$ cat src/design/sfr_pkg.sv
package sfr_pkg;

  localparam int NUM_SENSORS_DEFAULT   = 5;
  localparam int HISTORY_DEPTH_DEFAULT = 10;
  localparam int FRAME_LENGTH          = 15;
  localparam int QUEUE_DEPTH           = 2;

  localparam int BYTE_W   = 8;
  localparam int ID_W     = 12;
  localparam int VALUE_W  = 19;
  localparam int PERIOD_W = 12;
  localparam int SENSOR_W = 3;
  localparam int SLOT_W   = 4;
  localparam int COUNT_W  = 4;
  localparam int STATUS_W = 2;
  localparam int INDEX_W  = 4;
  localparam int SUM_W    = 12;

  localparam logic [BYTE_W-1:0] START_BYTE = 8'hFD;

  // byte positions within a frame
  localparam logic [INDEX_W-1:0] POS_CHECK     = 4'd4;
  localparam logic [INDEX_W-1:0] POS_ID_TENS   = 4'd5;
  localparam logic [INDEX_W-1:0] POS_ID_ONES   = 4'd6;
  localparam logic [INDEX_W-1:0] POS_VAL_THOU  = 4'd7;
  localparam logic [INDEX_W-1:0] POS_VAL_HUND  = 4'd8;
  localparam logic [INDEX_W-1:0] POS_VAL_TENS  = 4'd9;
  localparam logic [INDEX_W-1:0] POS_VAL_ONES  = 4'd10;
  localparam logic [INDEX_W-1:0] POS_PER_TENS  = 4'd11;
  localparam logic [INDEX_W-1:0] POS_PER_ONES  = 4'd12;
  localparam logic [INDEX_W-1:0] POS_SUM_LAST  = 4'd13;
  localparam logic [INDEX_W-1:0] POS_LAST      = INDEX_W'(FRAME_LENGTH - 1);

  typedef enum logic {
    OP_BYTE = 1'b0,
    OP_READ = 1'b1
  } opcode_e;

  typedef enum logic [STATUS_W-1:0] {
    ST_STORED  = 2'd0,
    ST_BAD_SUM = 2'd1,
    ST_BAD_ID  = 2'd2
  } status_e;

  typedef enum logic [1:0] {
    KIND_NONE  = 2'd0,
    KIND_FRAME = 2'd1,
    KIND_READ  = 2'd2
  } kind_e;

  typedef struct packed {
    kind_e                 kind;
    status_e               status;
    logic                  in_range;
    logic                  slot_ok;
    logic [ID_W-1:0]       sensor;
    logic [VALUE_W-1:0]    value;
    logic [PERIOD_W-1:0]   period;
    logic [SLOT_W-1:0]     slot;
  } item_t;

  typedef struct packed {
    logic                  done;
    status_e               status;
    logic [ID_W-1:0]       sensor_id;
    logic [VALUE_W-1:0]    value;
    logic [PERIOD_W-1:0]   period;
    logic [VALUE_W-1:0]    history_value;
    logic [COUNT_W-1:0]    history_count;
    logic [SLOT_W-1:0]     newest_slot;
  } result_t;

endpackage

$ cat src/design/sfr_ram.sv
module sfr_ram #(
  parameter int WIDTH = 8,
  parameter int DEPTH = 2
) (
  input  logic                                       clk_i,
  input  logic                                       we_i,
  input  logic [(DEPTH > 1 ? $clog2(DEPTH) : 1)-1:0] waddr_i,
  input  logic [WIDTH-1:0]                           wdata_i,
  input  logic                                       re_i,
  input  logic [(DEPTH > 1 ? $clog2(DEPTH) : 1)-1:0] raddr_i,
  output logic [WIDTH-1:0]                           rdata_o
);

  logic [WIDTH-1:0] mem_q [DEPTH];
  logic [WIDTH-1:0] rdata_q;

  always_ff @(posedge clk_i) begin
    if (we_i) begin
      mem_q[waddr_i] <= wdata_i;
    end
    if (re_i) begin
      rdata_q <= mem_q[raddr_i];
    end
  end

  assign rdata_o = rdata_q;

endmodule

$ cat src/design/sfr_front.sv
module sfr_front #(
  parameter int NUM_SENSORS   = sfr_pkg::NUM_SENSORS_DEFAULT,
  parameter int HISTORY_DEPTH = sfr_pkg::HISTORY_DEPTH_DEFAULT
) (
  input  logic                          clk_i,
  input  logic                          rst_ni,
  input  logic                          in_valid_i,
  output logic                          in_stall_o,
  input  logic                          opcode_i,
  input  logic [sfr_pkg::BYTE_W-1:0]    rx_byte_i,
  input  logic [sfr_pkg::SENSOR_W-1:0]  read_sensor_i,
  input  logic [sfr_pkg::SLOT_W-1:0]    read_slot_i,
  input  logic                          q_full_i,
  output logic                          push_o,
  output sfr_pkg::item_t                item_o
);

  logic                           accept;
  logic [sfr_pkg::INDEX_W-1:0]    idx_q, idx_d;
  logic [sfr_pkg::BYTE_W-1:0]     check_q, check_d;
  logic [sfr_pkg::SUM_W-1:0]      sum_q, sum_d;
  logic [sfr_pkg::ID_W-1:0]       id_q, id_d;
  logic [sfr_pkg::VALUE_W-1:0]    val_q, val_d;
  logic [sfr_pkg::PERIOD_W-1:0]   per_q, per_d;

  assign accept     = in_valid_i && !q_full_i;
  assign in_stall_o = q_full_i;
  assign push_o     = accept;

  always_comb begin
    idx_d   = idx_q;
    check_d = check_q;
    sum_d   = sum_q;
    id_d    = id_q;
    val_d   = val_q;
    per_d   = per_q;
    item_o  = '0;
    item_o.kind = sfr_pkg::KIND_NONE;
    if (accept) begin
      if (sfr_pkg::opcode_e'(opcode_i) == sfr_pkg::OP_READ) begin
        item_o.kind     = sfr_pkg::KIND_READ;
        item_o.sensor   = sfr_pkg::ID_W'(read_sensor_i);
        item_o.in_range = int'(read_sensor_i) < NUM_SENSORS;
        item_o.slot_ok  = int'(read_slot_i) < HISTORY_DEPTH;
        item_o.slot     = read_slot_i;
      end else if (idx_q == '0) begin
        if (rx_byte_i == sfr_pkg::START_BYTE) begin
          idx_d = sfr_pkg::INDEX_W'(1);
        end
      end else begin
        // decode on the fly, no frame buffer
        case (idx_q)
          sfr_pkg::POS_CHECK:    check_d = rx_byte_i;
          sfr_pkg::POS_ID_TENS: begin
            sum_d = sfr_pkg::SUM_W'(rx_byte_i);
            id_d  = sfr_pkg::ID_W'(rx_byte_i) * sfr_pkg::ID_W'(10);
          end
          sfr_pkg::POS_ID_ONES:  id_d = id_q + sfr_pkg::ID_W'(rx_byte_i);
          sfr_pkg::POS_VAL_THOU:
            val_d = sfr_pkg::VALUE_W'(rx_byte_i) * sfr_pkg::VALUE_W'(1000);
          sfr_pkg::POS_VAL_HUND:
            val_d = val_q + sfr_pkg::VALUE_W'(rx_byte_i) * sfr_pkg::VALUE_W'(100);
          sfr_pkg::POS_VAL_TENS:
            val_d = val_q + sfr_pkg::VALUE_W'(rx_byte_i) * sfr_pkg::VALUE_W'(10);
          sfr_pkg::POS_VAL_ONES: val_d = val_q + sfr_pkg::VALUE_W'(rx_byte_i);
          sfr_pkg::POS_PER_TENS:
            per_d = sfr_pkg::PERIOD_W'(rx_byte_i) * sfr_pkg::PERIOD_W'(10);
          sfr_pkg::POS_PER_ONES: per_d = per_q + sfr_pkg::PERIOD_W'(rx_byte_i);
          default: ;
        endcase
        if (idx_q inside {[sfr_pkg::POS_ID_ONES:sfr_pkg::POS_SUM_LAST]}) begin
          sum_d = sum_q + sfr_pkg::SUM_W'(rx_byte_i);
        end
        if (idx_q == sfr_pkg::POS_LAST) begin
          idx_d           = '0;
          item_o.kind     = sfr_pkg::KIND_FRAME;
          item_o.sensor   = id_q;
          item_o.value    = val_q;
          item_o.period   = per_q;
          item_o.in_range = int'(id_q) < NUM_SENSORS;
          if (sum_q != sfr_pkg::SUM_W'(check_q)) begin
            item_o.status = sfr_pkg::ST_BAD_SUM;
          end else if (int'(id_q) >= NUM_SENSORS) begin
            item_o.status = sfr_pkg::ST_BAD_ID;
          end else begin
            item_o.status = sfr_pkg::ST_STORED;
          end
        end else begin
          idx_d = idx_q + sfr_pkg::INDEX_W'(1);
        end
      end
    end
  end

  always_ff @(posedge clk_i or negedge rst_ni) begin
    if (!rst_ni) begin
      idx_q <= '0;
    end else begin
      idx_q <= idx_d;
    end
  end

  always_ff @(posedge clk_i) begin
    check_q <= check_d;
    sum_q   <= sum_d;
    id_q    <= id_d;
    val_q   <= val_d;
    per_q   <= per_d;
  end

endmodule

$ cat src/design/sfr_queue.sv
module sfr_queue (
  input  logic            clk_i,
  input  logic            rst_ni,
  input  logic            push_i,
  input  sfr_pkg::item_t  item_i,
  input  logic            pop_i,
  output logic            full_o,
  output logic            empty_o,
  output sfr_pkg::item_t  head_o
);

  localparam int PtrW = $clog2(sfr_pkg::QUEUE_DEPTH);
  localparam int CntW = $clog2(sfr_pkg::QUEUE_DEPTH + 1);

  sfr_pkg::item_t    entries_q [sfr_pkg::QUEUE_DEPTH];
  logic [PtrW-1:0]   wr_ptr_q, wr_ptr_d;
  logic [PtrW-1:0]   rd_ptr_q, rd_ptr_d;
  logic [CntW-1:0]   cnt_q, cnt_d;

  assign full_o  = cnt_q == CntW'(sfr_pkg::QUEUE_DEPTH);
  assign empty_o = cnt_q == '0;
  assign head_o  = entries_q[rd_ptr_q];

  always_comb begin
    wr_ptr_d = wr_ptr_q;
    rd_ptr_d = rd_ptr_q;
    cnt_d    = cnt_q;
    if (push_i) begin
      wr_ptr_d = wr_ptr_q + PtrW'(1);
    end
    if (pop_i) begin
      rd_ptr_d = rd_ptr_q + PtrW'(1);
    end
    if (push_i && !pop_i) begin
      cnt_d = cnt_q + CntW'(1);
    end else if (pop_i && !push_i) begin
      cnt_d = cnt_q - CntW'(1);
    end
  end

  always_ff @(posedge clk_i or negedge rst_ni) begin
    if (!rst_ni) begin
      wr_ptr_q <= '0;
      rd_ptr_q <= '0;
      cnt_q    <= '0;
    end else begin
      wr_ptr_q <= wr_ptr_d;
      rd_ptr_q <= rd_ptr_d;
      cnt_q    <= cnt_d;
    end
  end

  always_ff @(posedge clk_i) begin
    if (push_i) begin
      entries_q[wr_ptr_q] <= item_i;
    end
  end

endmodule

$ cat src/design/sfr_back.sv
module sfr_back #(
  parameter int NUM_SENSORS   = sfr_pkg::NUM_SENSORS_DEFAULT,
  parameter int HISTORY_DEPTH = sfr_pkg::HISTORY_DEPTH_DEFAULT
) (
  input  logic             clk_i,
  input  logic             rst_ni,
  input  logic             q_empty_i,
  input  sfr_pkg::item_t   head_i,
  output logic             pop_o,
  output logic             out_valid_o,
  input  logic             out_stall_i,
  output sfr_pkg::result_t res_o
);

  localparam int SensAw      = NUM_SENSORS > 1 ? $clog2(NUM_SENSORS) : 1;
  localparam int HistEntries = NUM_SENSORS * HISTORY_DEPTH;
  localparam int HistAw      = $clog2(HistEntries);
  localparam int SlotW       = $clog2(HISTORY_DEPTH);
  localparam int CntW        = $clog2(HISTORY_DEPTH + 1);

  typedef struct packed {
    logic [sfr_pkg::PERIOD_W-1:0] period;
    logic [CntW-1:0]              fill;
    logic [SlotW-1:0]             wpos;
  } sens_state_t;

  localparam int StateW = $bits(sens_state_t);

  logic                          pop, b1_fire, do_write, hv_ok;
  logic                          b1_vld_q, out_vld_q;
  sfr_pkg::item_t                b1_q;
  sfr_pkg::result_t              out_q, res;
  logic [NUM_SENSORS-1:0]        sens_vld_q;
  logic [SensAw-1:0]             head_idx, b1_idx;
  logic [HistAw-1:0]             head_haddr, wr_haddr;
  logic [StateW-1:0]             st_rdata;
  logic [sfr_pkg::VALUE_W-1:0]   hv_rdata, hv_raw;
  sens_state_t                   st_raw, st_cur, st_new;
  logic                          fwd_st_q, fwd_hv_q;
  sens_state_t                   fwd_st_data_q;
  logic [sfr_pkg::VALUE_W-1:0]   fwd_hv_data_q;

  assign b1_fire = b1_vld_q && (!out_vld_q || !out_stall_i);
  assign pop     = !q_empty_i && (!b1_vld_q || b1_fire);
  assign pop_o   = pop;

  assign head_idx   = head_i.in_range ? SensAw'(head_i.sensor) : '0;
  assign head_haddr = (head_i.in_range && head_i.slot_ok)
                    ? HistAw'(head_idx) * HistAw'(HISTORY_DEPTH) + HistAw'(head_i.slot)
                    : '0;

  assign b1_idx = b1_q.in_range ? SensAw'(b1_q.sensor) : '0;

  always_comb begin
    st_raw = fwd_st_q ? fwd_st_data_q : sens_state_t'(st_rdata);
    st_cur = (b1_q.in_range && sens_vld_q[b1_idx]) ? st_raw : '0;
    do_write = (b1_q.kind == sfr_pkg::KIND_FRAME) && (b1_q.status == sfr_pkg::ST_STORED);

    st_new.period = b1_q.period;
    st_new.wpos   = (int'(st_cur.wpos) == HISTORY_DEPTH - 1) ? '0
                  : st_cur.wpos + SlotW'(1);
    st_new.fill   = (int'(st_cur.fill) < HISTORY_DEPTH) ? st_cur.fill + CntW'(1)
                  : st_cur.fill;
    wr_haddr = HistAw'(b1_idx) * HistAw'(HISTORY_DEPTH) + HistAw'(st_cur.wpos);

    // entries past the fill count were never written
    hv_raw = fwd_hv_q ? fwd_hv_data_q : hv_rdata;
    hv_ok  = (b1_q.kind == sfr_pkg::KIND_READ) && b1_q.in_range && b1_q.slot_ok
           && (int'(b1_q.slot) < int'(st_cur.fill));

    res        = '0;
    res.status = sfr_pkg::ST_STORED;
    case (b1_q.kind)
      sfr_pkg::KIND_FRAME: begin
        res.done      = 1'b1;
        res.status    = b1_q.status;
        res.sensor_id = b1_q.sensor;
        res.value     = b1_q.value;
        res.period    = b1_q.period;
        if (do_write) begin
          res.history_count = sfr_pkg::COUNT_W'(st_new.fill);
          res.newest_slot   = sfr_pkg::SLOT_W'(st_new.wpos);
        end else begin
          res.history_count = sfr_pkg::COUNT_W'(st_cur.fill);
          res.newest_slot   = sfr_pkg::SLOT_W'(st_cur.wpos);
        end
      end
      sfr_pkg::KIND_READ: begin
        res.sensor_id     = b1_q.sensor;
        res.period        = st_cur.period;
        res.history_value = hv_ok ? hv_raw : '0;
        res.history_count = sfr_pkg::COUNT_W'(st_cur.fill);
        res.newest_slot   = sfr_pkg::SLOT_W'(st_cur.wpos);
      end
      default: ;
    endcase
  end

  sfr_ram #(
    .WIDTH (StateW),
    .DEPTH (NUM_SENSORS)
  ) u_state_ram (
    .clk_i   (clk_i),
    .we_i    (b1_fire && do_write),
    .waddr_i (b1_idx),
    .wdata_i (st_new),
    .re_i    (pop),
    .raddr_i (head_idx),
    .rdata_o (st_rdata)
  );

  sfr_ram #(
    .WIDTH (sfr_pkg::VALUE_W),
    .DEPTH (HistEntries)
  ) u_hist_ram (
    .clk_i   (clk_i),
    .we_i    (b1_fire && do_write),
    .waddr_i (wr_haddr),
    .wdata_i (b1_q.value),
    .re_i    (pop),
    .raddr_i (head_haddr),
    .rdata_o (hv_rdata)
  );

  always_ff @(posedge clk_i or negedge rst_ni) begin
    if (!rst_ni) begin
      b1_vld_q   <= 1'b0;
      out_vld_q  <= 1'b0;
      sens_vld_q <= '0;
      fwd_st_q   <= 1'b0;
      fwd_hv_q   <= 1'b0;
    end else begin
      if (pop) begin
        b1_vld_q <= 1'b1;
      end else if (b1_fire) begin
        b1_vld_q <= 1'b0;
      end
      if (b1_fire) begin
        out_vld_q <= 1'b1;
      end else if (!out_stall_i) begin
        out_vld_q <= 1'b0;
      end
      if (b1_fire && do_write) begin
        sens_vld_q[b1_idx] <= 1'b1;
      end
      // bypass a write that lands on the same edge as the read
      if (pop) begin
        fwd_st_q <= b1_fire && do_write && (head_idx == b1_idx);
        fwd_hv_q <= b1_fire && do_write && (head_haddr == wr_haddr);
      end
    end
  end

  always_ff @(posedge clk_i) begin
    if (pop) begin
      b1_q          <= head_i;
      fwd_st_data_q <= st_new;
      fwd_hv_data_q <= b1_q.value;
    end
    if (b1_fire) begin
      out_q <= res;
    end
  end

  assign out_valid_o = out_vld_q;
  assign res_o       = out_q;

endmodule

$ cat src/design/sensor_frame_receiver.sv
// Path: an accepted word passes the queue, the lookup stage and the output register.
// Throughput: one word per cycle when unstalled; the history and per-sensor state RAMs
// take one read and one write per cycle, with a bypass for back-to-back access.
// Reset: asynchronous, active low; clears hunt state, queue, pipeline and per-sensor
// valid bits. The history RAM is not swept: unwritten entries are masked by fill count.
module sensor_frame_receiver #(
  parameter int NUM_SENSORS   = sfr_pkg::NUM_SENSORS_DEFAULT,
  parameter int HISTORY_DEPTH = sfr_pkg::HISTORY_DEPTH_DEFAULT
) (
  input  logic                           clk_i,
  input  logic                           rst_ni,
  input  logic                           in_valid_i,
  output logic                           in_stall_o,
  input  logic                           opcode_i,
  input  logic [sfr_pkg::BYTE_W-1:0]     rx_byte_i,
  input  logic [sfr_pkg::SENSOR_W-1:0]   read_sensor_i,
  input  logic [sfr_pkg::SLOT_W-1:0]     read_slot_i,
  output logic                           out_valid_o,
  input  logic                           out_stall_i,
  output logic                           frame_done_o,
  output logic [sfr_pkg::STATUS_W-1:0]   frame_status_o,
  output logic [sfr_pkg::ID_W-1:0]       sensor_id_o,
  output logic [sfr_pkg::VALUE_W-1:0]    value_hundredths_o,
  output logic [sfr_pkg::PERIOD_W-1:0]   period_o,
  output logic [sfr_pkg::VALUE_W-1:0]    history_value_o,
  output logic [sfr_pkg::COUNT_W-1:0]    history_count_o,
  output logic [sfr_pkg::SLOT_W-1:0]     newest_slot_o
);

  logic             push, pop, q_full, q_empty;
  sfr_pkg::item_t   item, head;
  sfr_pkg::result_t res;

  sfr_front #(
    .NUM_SENSORS   (NUM_SENSORS),
    .HISTORY_DEPTH (HISTORY_DEPTH)
  ) u_front (
    .clk_i         (clk_i),
    .rst_ni        (rst_ni),
    .in_valid_i    (in_valid_i),
    .in_stall_o    (in_stall_o),
    .opcode_i      (opcode_i),
    .rx_byte_i     (rx_byte_i),
    .read_sensor_i (read_sensor_i),
    .read_slot_i   (read_slot_i),
    .q_full_i      (q_full),
    .push_o        (push),
    .item_o        (item)
  );

  sfr_queue u_queue (
    .clk_i   (clk_i),
    .rst_ni  (rst_ni),
    .push_i  (push),
    .item_i  (item),
    .pop_i   (pop),
    .full_o  (q_full),
    .empty_o (q_empty),
    .head_o  (head)
  );

  sfr_back #(
    .NUM_SENSORS   (NUM_SENSORS),
    .HISTORY_DEPTH (HISTORY_DEPTH)
  ) u_back (
    .clk_i       (clk_i),
    .rst_ni      (rst_ni),
    .q_empty_i   (q_empty),
    .head_i      (head),
    .pop_o       (pop),
    .out_valid_o (out_valid_o),
    .out_stall_i (out_stall_i),
    .res_o       (res)
  );

  assign frame_done_o       = res.done;
  assign frame_status_o     = res.status;
  assign sensor_id_o        = res.sensor_id;
  assign value_hundredths_o = res.value;
  assign period_o           = res.period;
  assign history_value_o    = res.history_value;
  assign history_count_o    = res.history_count;
  assign newest_slot_o      = res.newest_slot;

endmodule
$ cat config.mk
export PLATFORM = sky130hd
export DESIGN_NAME = sensor_frame_receiver
export DESIGN_NICKNAME = d
export VERILOG_FILES = /design/src/design/sfr_pkg.sv /design/src/design/sfr_ram.sv /design/src/design/sfr_front.sv /design/src/design/sfr_queue.sv /design/src/design/sfr_back.sv /design/src/design/sensor_frame_receiver.sv
export SDC_FILE = /design/constraint.sdc
export NUM_CORES = 2
export LEC_CHECK = 0
export ABC_AREA = 1
export BUFFER_PORTS_ARGS = -buffer_cell sky130_fd_sc_hd__buf_2
export CAP_MARGIN = 0
export CELL_PAD_IN_SITES_DETAIL_PLACEMENT = 1
export CELL_PAD_IN_SITES_GLOBAL_PLACEMENT = 2
export CORE_MARGIN = 8
export CORE_UTILIZATION = 39
export CTS_BUF_LIST = sky130_fd_sc_hd__clkbuf_8
export DETAILED_ROUTE_END_ITERATION = 8
export HOLD_SLACK_MARGIN = 0.12
export PLACE_DENSITY = 0.73
export SETUP_SLACK_MARGIN = 0.02
export SYNTH_ARGS = -nofsm -noshare
export SYNTH_HDL_FRONTEND = slang
export SYNTH_SLANG_ARGS = --single-unit
$ cat constraint.sdc
create_clock -name clk_i -period 9 [get_ports clk_i]
set_clock_uncertainty 0.1 [all_clocks]
set_input_delay 1.8 -clock clk_i [delete_from_list [all_inputs] [get_ports clk_i]]
set_output_delay 1.8 -clock clk_i [all_outputs]
set_load 0.01 [all_outputs]
==> reports/results.ini <==
[status]
status=completed

[power_and_ir_drop]
switchingPower_mw=8.92
pwr-share-comb_pct=32.9
swShare_pct=39.3
seqPwrFrac_pct=42.0
p_int_mw=13.8
leakage_nw=29.9
p_total_mw=22.7
power_frac_clock_pct=25.1
vdd_drop_max_mv=0.214
power.density_mw_per_mm2=310

[logic_synthesis]
ys_warn_count=0
netlist_area_sq_mm=0.0655
syn_nets=6270
ys.flop_type=edfxtp_1
synth_seq_cells=1440
synth-edff-count=1423
synth_cells=6070
ys_types=52
seq_area_frac_synth_pct=65.9
ys_async_sr_fraction_pct=1.18
avgSynthCellArea_sq_um=10.8

[sta]
timing.fmax_mhz=161
setup_violations=0
finalSetupTns_ps=0
hold_ws_ps=359
min_period_ps=6210
hold_violations=0
rsz0062_at_grt=false
slew_headroom_pct=24.2
period_share_pct=69.0
drv_slew=0
tightestPinTransition_ps=1140
fin_ws_ps=2790

[route]
first_iter_violations=3625
wire_per_inst_um=23.7
ant_nets=0
wl_mm=205
via_per_inst=5.24
drt_drc_violations_left=0
vias=45500
drt_first_pass_iters=5

[cts]
htree_levels=5
cts_tree=done
insertion_delay_ps=1010
numCtsBuffers=275
clockRootBuffer=clkbuf_8
cts.sinks=1440
ctsResizeCount=0
clk_pin_slew_ps=60
postCtsSetupBuffers=0
clockBufferDepth=4
holdBufCountCts=0

[die]
fp.dieH_um=426
initial_core_util_pct=39.2
fp.dieW_um=426
io_pins=95
row_count=150
die_area_sq_mm=0.181
core-area_sq_mm=0.167

[placement]
pre_cts_ws_ps=2310
dp_cells=8226
portBuffers=94
place_area_sq_mm=0.0687
routabilityCongestion=0.832
place_hpwl_mm=125

[critical_path]
cp_num_buf_inv=6
slowest_stage=inv_6
startpoint_type=register
arrival_ps=6850
path_cells=buf_4 > nand2_1 > nand2_4 > nand2_1 > inv_1 > buf_4 > ha_1 > fa_1 > inv_1 > nor2_4 > inv_6 > buf_4 > nand3_1 > nand3_1 > nand3_1 > nand2_1 > nand2_1
critPathKind=register to register
cp-end-kind=register
worstPathMaxFanout=80
path_delay_family=buffers and inverters
required_ps=9640
path_common_cell=nand2_1
cp_slowest_stage_delay_ps=650

[grt]
grt_overflow=0
grt_pass1_vias=46900
grt_start_max_net_pins=153
grt_first_pass_wirelength_mm=305
grt_antenna_before_repair=7
grt_use_total_pct=22.3

[finish]
final_core_util_pct=43.9
syn_to_final_growth_pct=12.0
fin_area_sq_mm=0.0734
instances_no_fill=8679
layout-drive-gt1-share_pct=10.0
nets=6499

[run]
cap_viol_max_count=0

[worst_hold_path]
hold_class=register to register

cell usage in the layout, fill, tap and decap left out, drive strengths merged, types with 6 or more instances in the layout:
cell / n
edfxtp: 1423
nand2: 1377
inv: 929
nand3: 773
nor2: 472
clkbuf: 283
buf: 217
o21ai: 181
ha: 146
o211ai: 130
a21oi: 119
clkinv: 78
nand4: 48
or2: 47
a31oi: 43
xor2: 35
fa: 34
xnor2: 23
mux2i: 19
dfrtp: 17
nor3: 11
a21o: 9
o22ai: 8
o21bai: 7
and2: 6
registers in the layout (all words and copies together), names as in the netlist:
name                        cells
u_back.fwd_st_data_q           20
u_queue.rd_ptr_q                1
u_queue.entries_q             106
u_front.sum_q                  12
u_front.idx_q                   4
u_back.u_state_ram.mem_q      100
u_front.per_q                  12
u_back.fwd_st_q                 1
u_back.out_valid_o              1
u_front.id_q                   12
u_back.u_hist_ram.rdata_o      19
u_front.check_q                 8
u_back.sens_vld_q               5
u_back.fwd_hv_q                 1
u_back.u_state_ram.rdata_o     20
u_back.res_o                   73
u_back.fwd_hv_data_q           19
u_front.val_q                  19
u_queue.cnt_q                   2
u_back.b1_vld_q                 1
u_queue.wr_ptr_q                1
u_back.u_hist_ram.mem_q       950
u_back.b1_q                    53
power by group through the flow:
stage / Clock [mW] / Combinational (mW) / Sequential, mW
6_report: 5.70 / 7.47 / 9.54
5_1_grt: 6.13 / 8.11 / 9.60
4_1_cts: 5.85 / 7.55 / 9.54
3_5_place_dp: 0 / 7.52 / 9.67
3_3_place_gp: 0 / 7.43 / 9.64
2_1_floorplan: 0 / 3.83 / 9.91
final cells by class:
class	instances	area, sq um
Antenna cell	3	7.51
Clock buffer	283	3890
Clock inverter	167	732
Fill cell	18300	93700
Inverter	847	3200
Multi-Input combinational cell	3518	18100
Sequential cell	1440	43200
Tap cell	2204	2760
Timing Repair Buffer	217	1470
worst paths after layout:
kind                                                   from                                     end  slack, ps  cells after the start
setup / recovery               u_queue.rd_ptr_q$_DFFE_PN0P_  u_back.u_hist_ram.rdata_o[5]$_DFFE_PP_       2790                     17
hold / removal             u_back.sens_vld_q[4]$_DFFE_PN0P_        u_back.sens_vld_q[4]$_DFFE_PN0P_        360                      2
setup reg to reg               u_queue.rd_ptr_q$_DFFE_PN0P_  u_back.u_hist_ram.rdata_o[5]$_DFFE_PP_       2790                     17
hold reg to reg            u_back.sens_vld_q[4]$_DFFE_PN0P_        u_back.sens_vld_q[4]$_DFFE_PN0P_        360                      2
max in group asynchronous                            rst_ni            u_queue.rd_ptr_q$_DFFE_PN0P_       7480                      1
min in group asynchronous                            rst_ni          u_back.out_valid_o$_DFFE_PN0P_        750                      1
synthesized netlist by cell type, types with 7 or more instances:
library cell     n  area (sq um)
edfxtp_1      1423         42700
nand2_1       1369          5140
inv_1          838          3150
nand3_1        770          3850
nor2_1         470          1760
o21ai_0        156           781
ha_1           146          1830
o211ai_1       130           976
a21oi_1        119           596
buf_2          119           596
clkbuf_1        88           330
nand4_1         48           300
a31oi_1         43           269
or2_2           38           238
xor2_1          35           307
fa_1            34           681
buf_4           29           218
buf_1           27           101
o21ai_1         25           125
xnor2_1         23           201
mux2i_1         19           190
dfrtp_1         17           425
nor3_1          10          50.1
a21o_1           9          67.6
or2_1            9          56.3
o22ai_1          8          50.1
o21bai_1         7          52.6
cell families (layout without fill, tap and decap cells):
family                     count (synthesis)  after routing  share of synthesized area [%]
buffers and inverters                   1112           1514                           6.79
AOI/OAI and AO/OA                        518            518                           4.71
adders and majority gates                180            180                           3.83
other                                      0              3                              0
DFF                                     1440           1440                           65.9
muxes                                     19             19                          0.290
xor gates and xnor gates                  58             58                          0.775
and+or+nand+nor                         2743           2743                           17.8
metal layers:
layer	vias to the layer above	wire (um)	GRT usage [%]
li1	21000	-	-
met1	23000	92600	30.8
met2	1207	96000	36.2
met3	310	11400	3.69
met4	0	5250	6.62
met5	-	0	0
worst reg2reg max path, cell delays in order, from the launching register on:
cell and delay (ps):
dfrtp_2 380, buf_4 500, nand2_1 190, nand2_4 440, nand2_1 170, inv_1 470, buf_4 420, ha_1 250
fa_1 420, inv_1 110, nor2_4 130, inv_6 660, buf_4 720, nand3_1 250, nand3_1 200, nand3_1 270
nand2_1 270, nand2_1 80
Power figures use the tool's default switching activity.
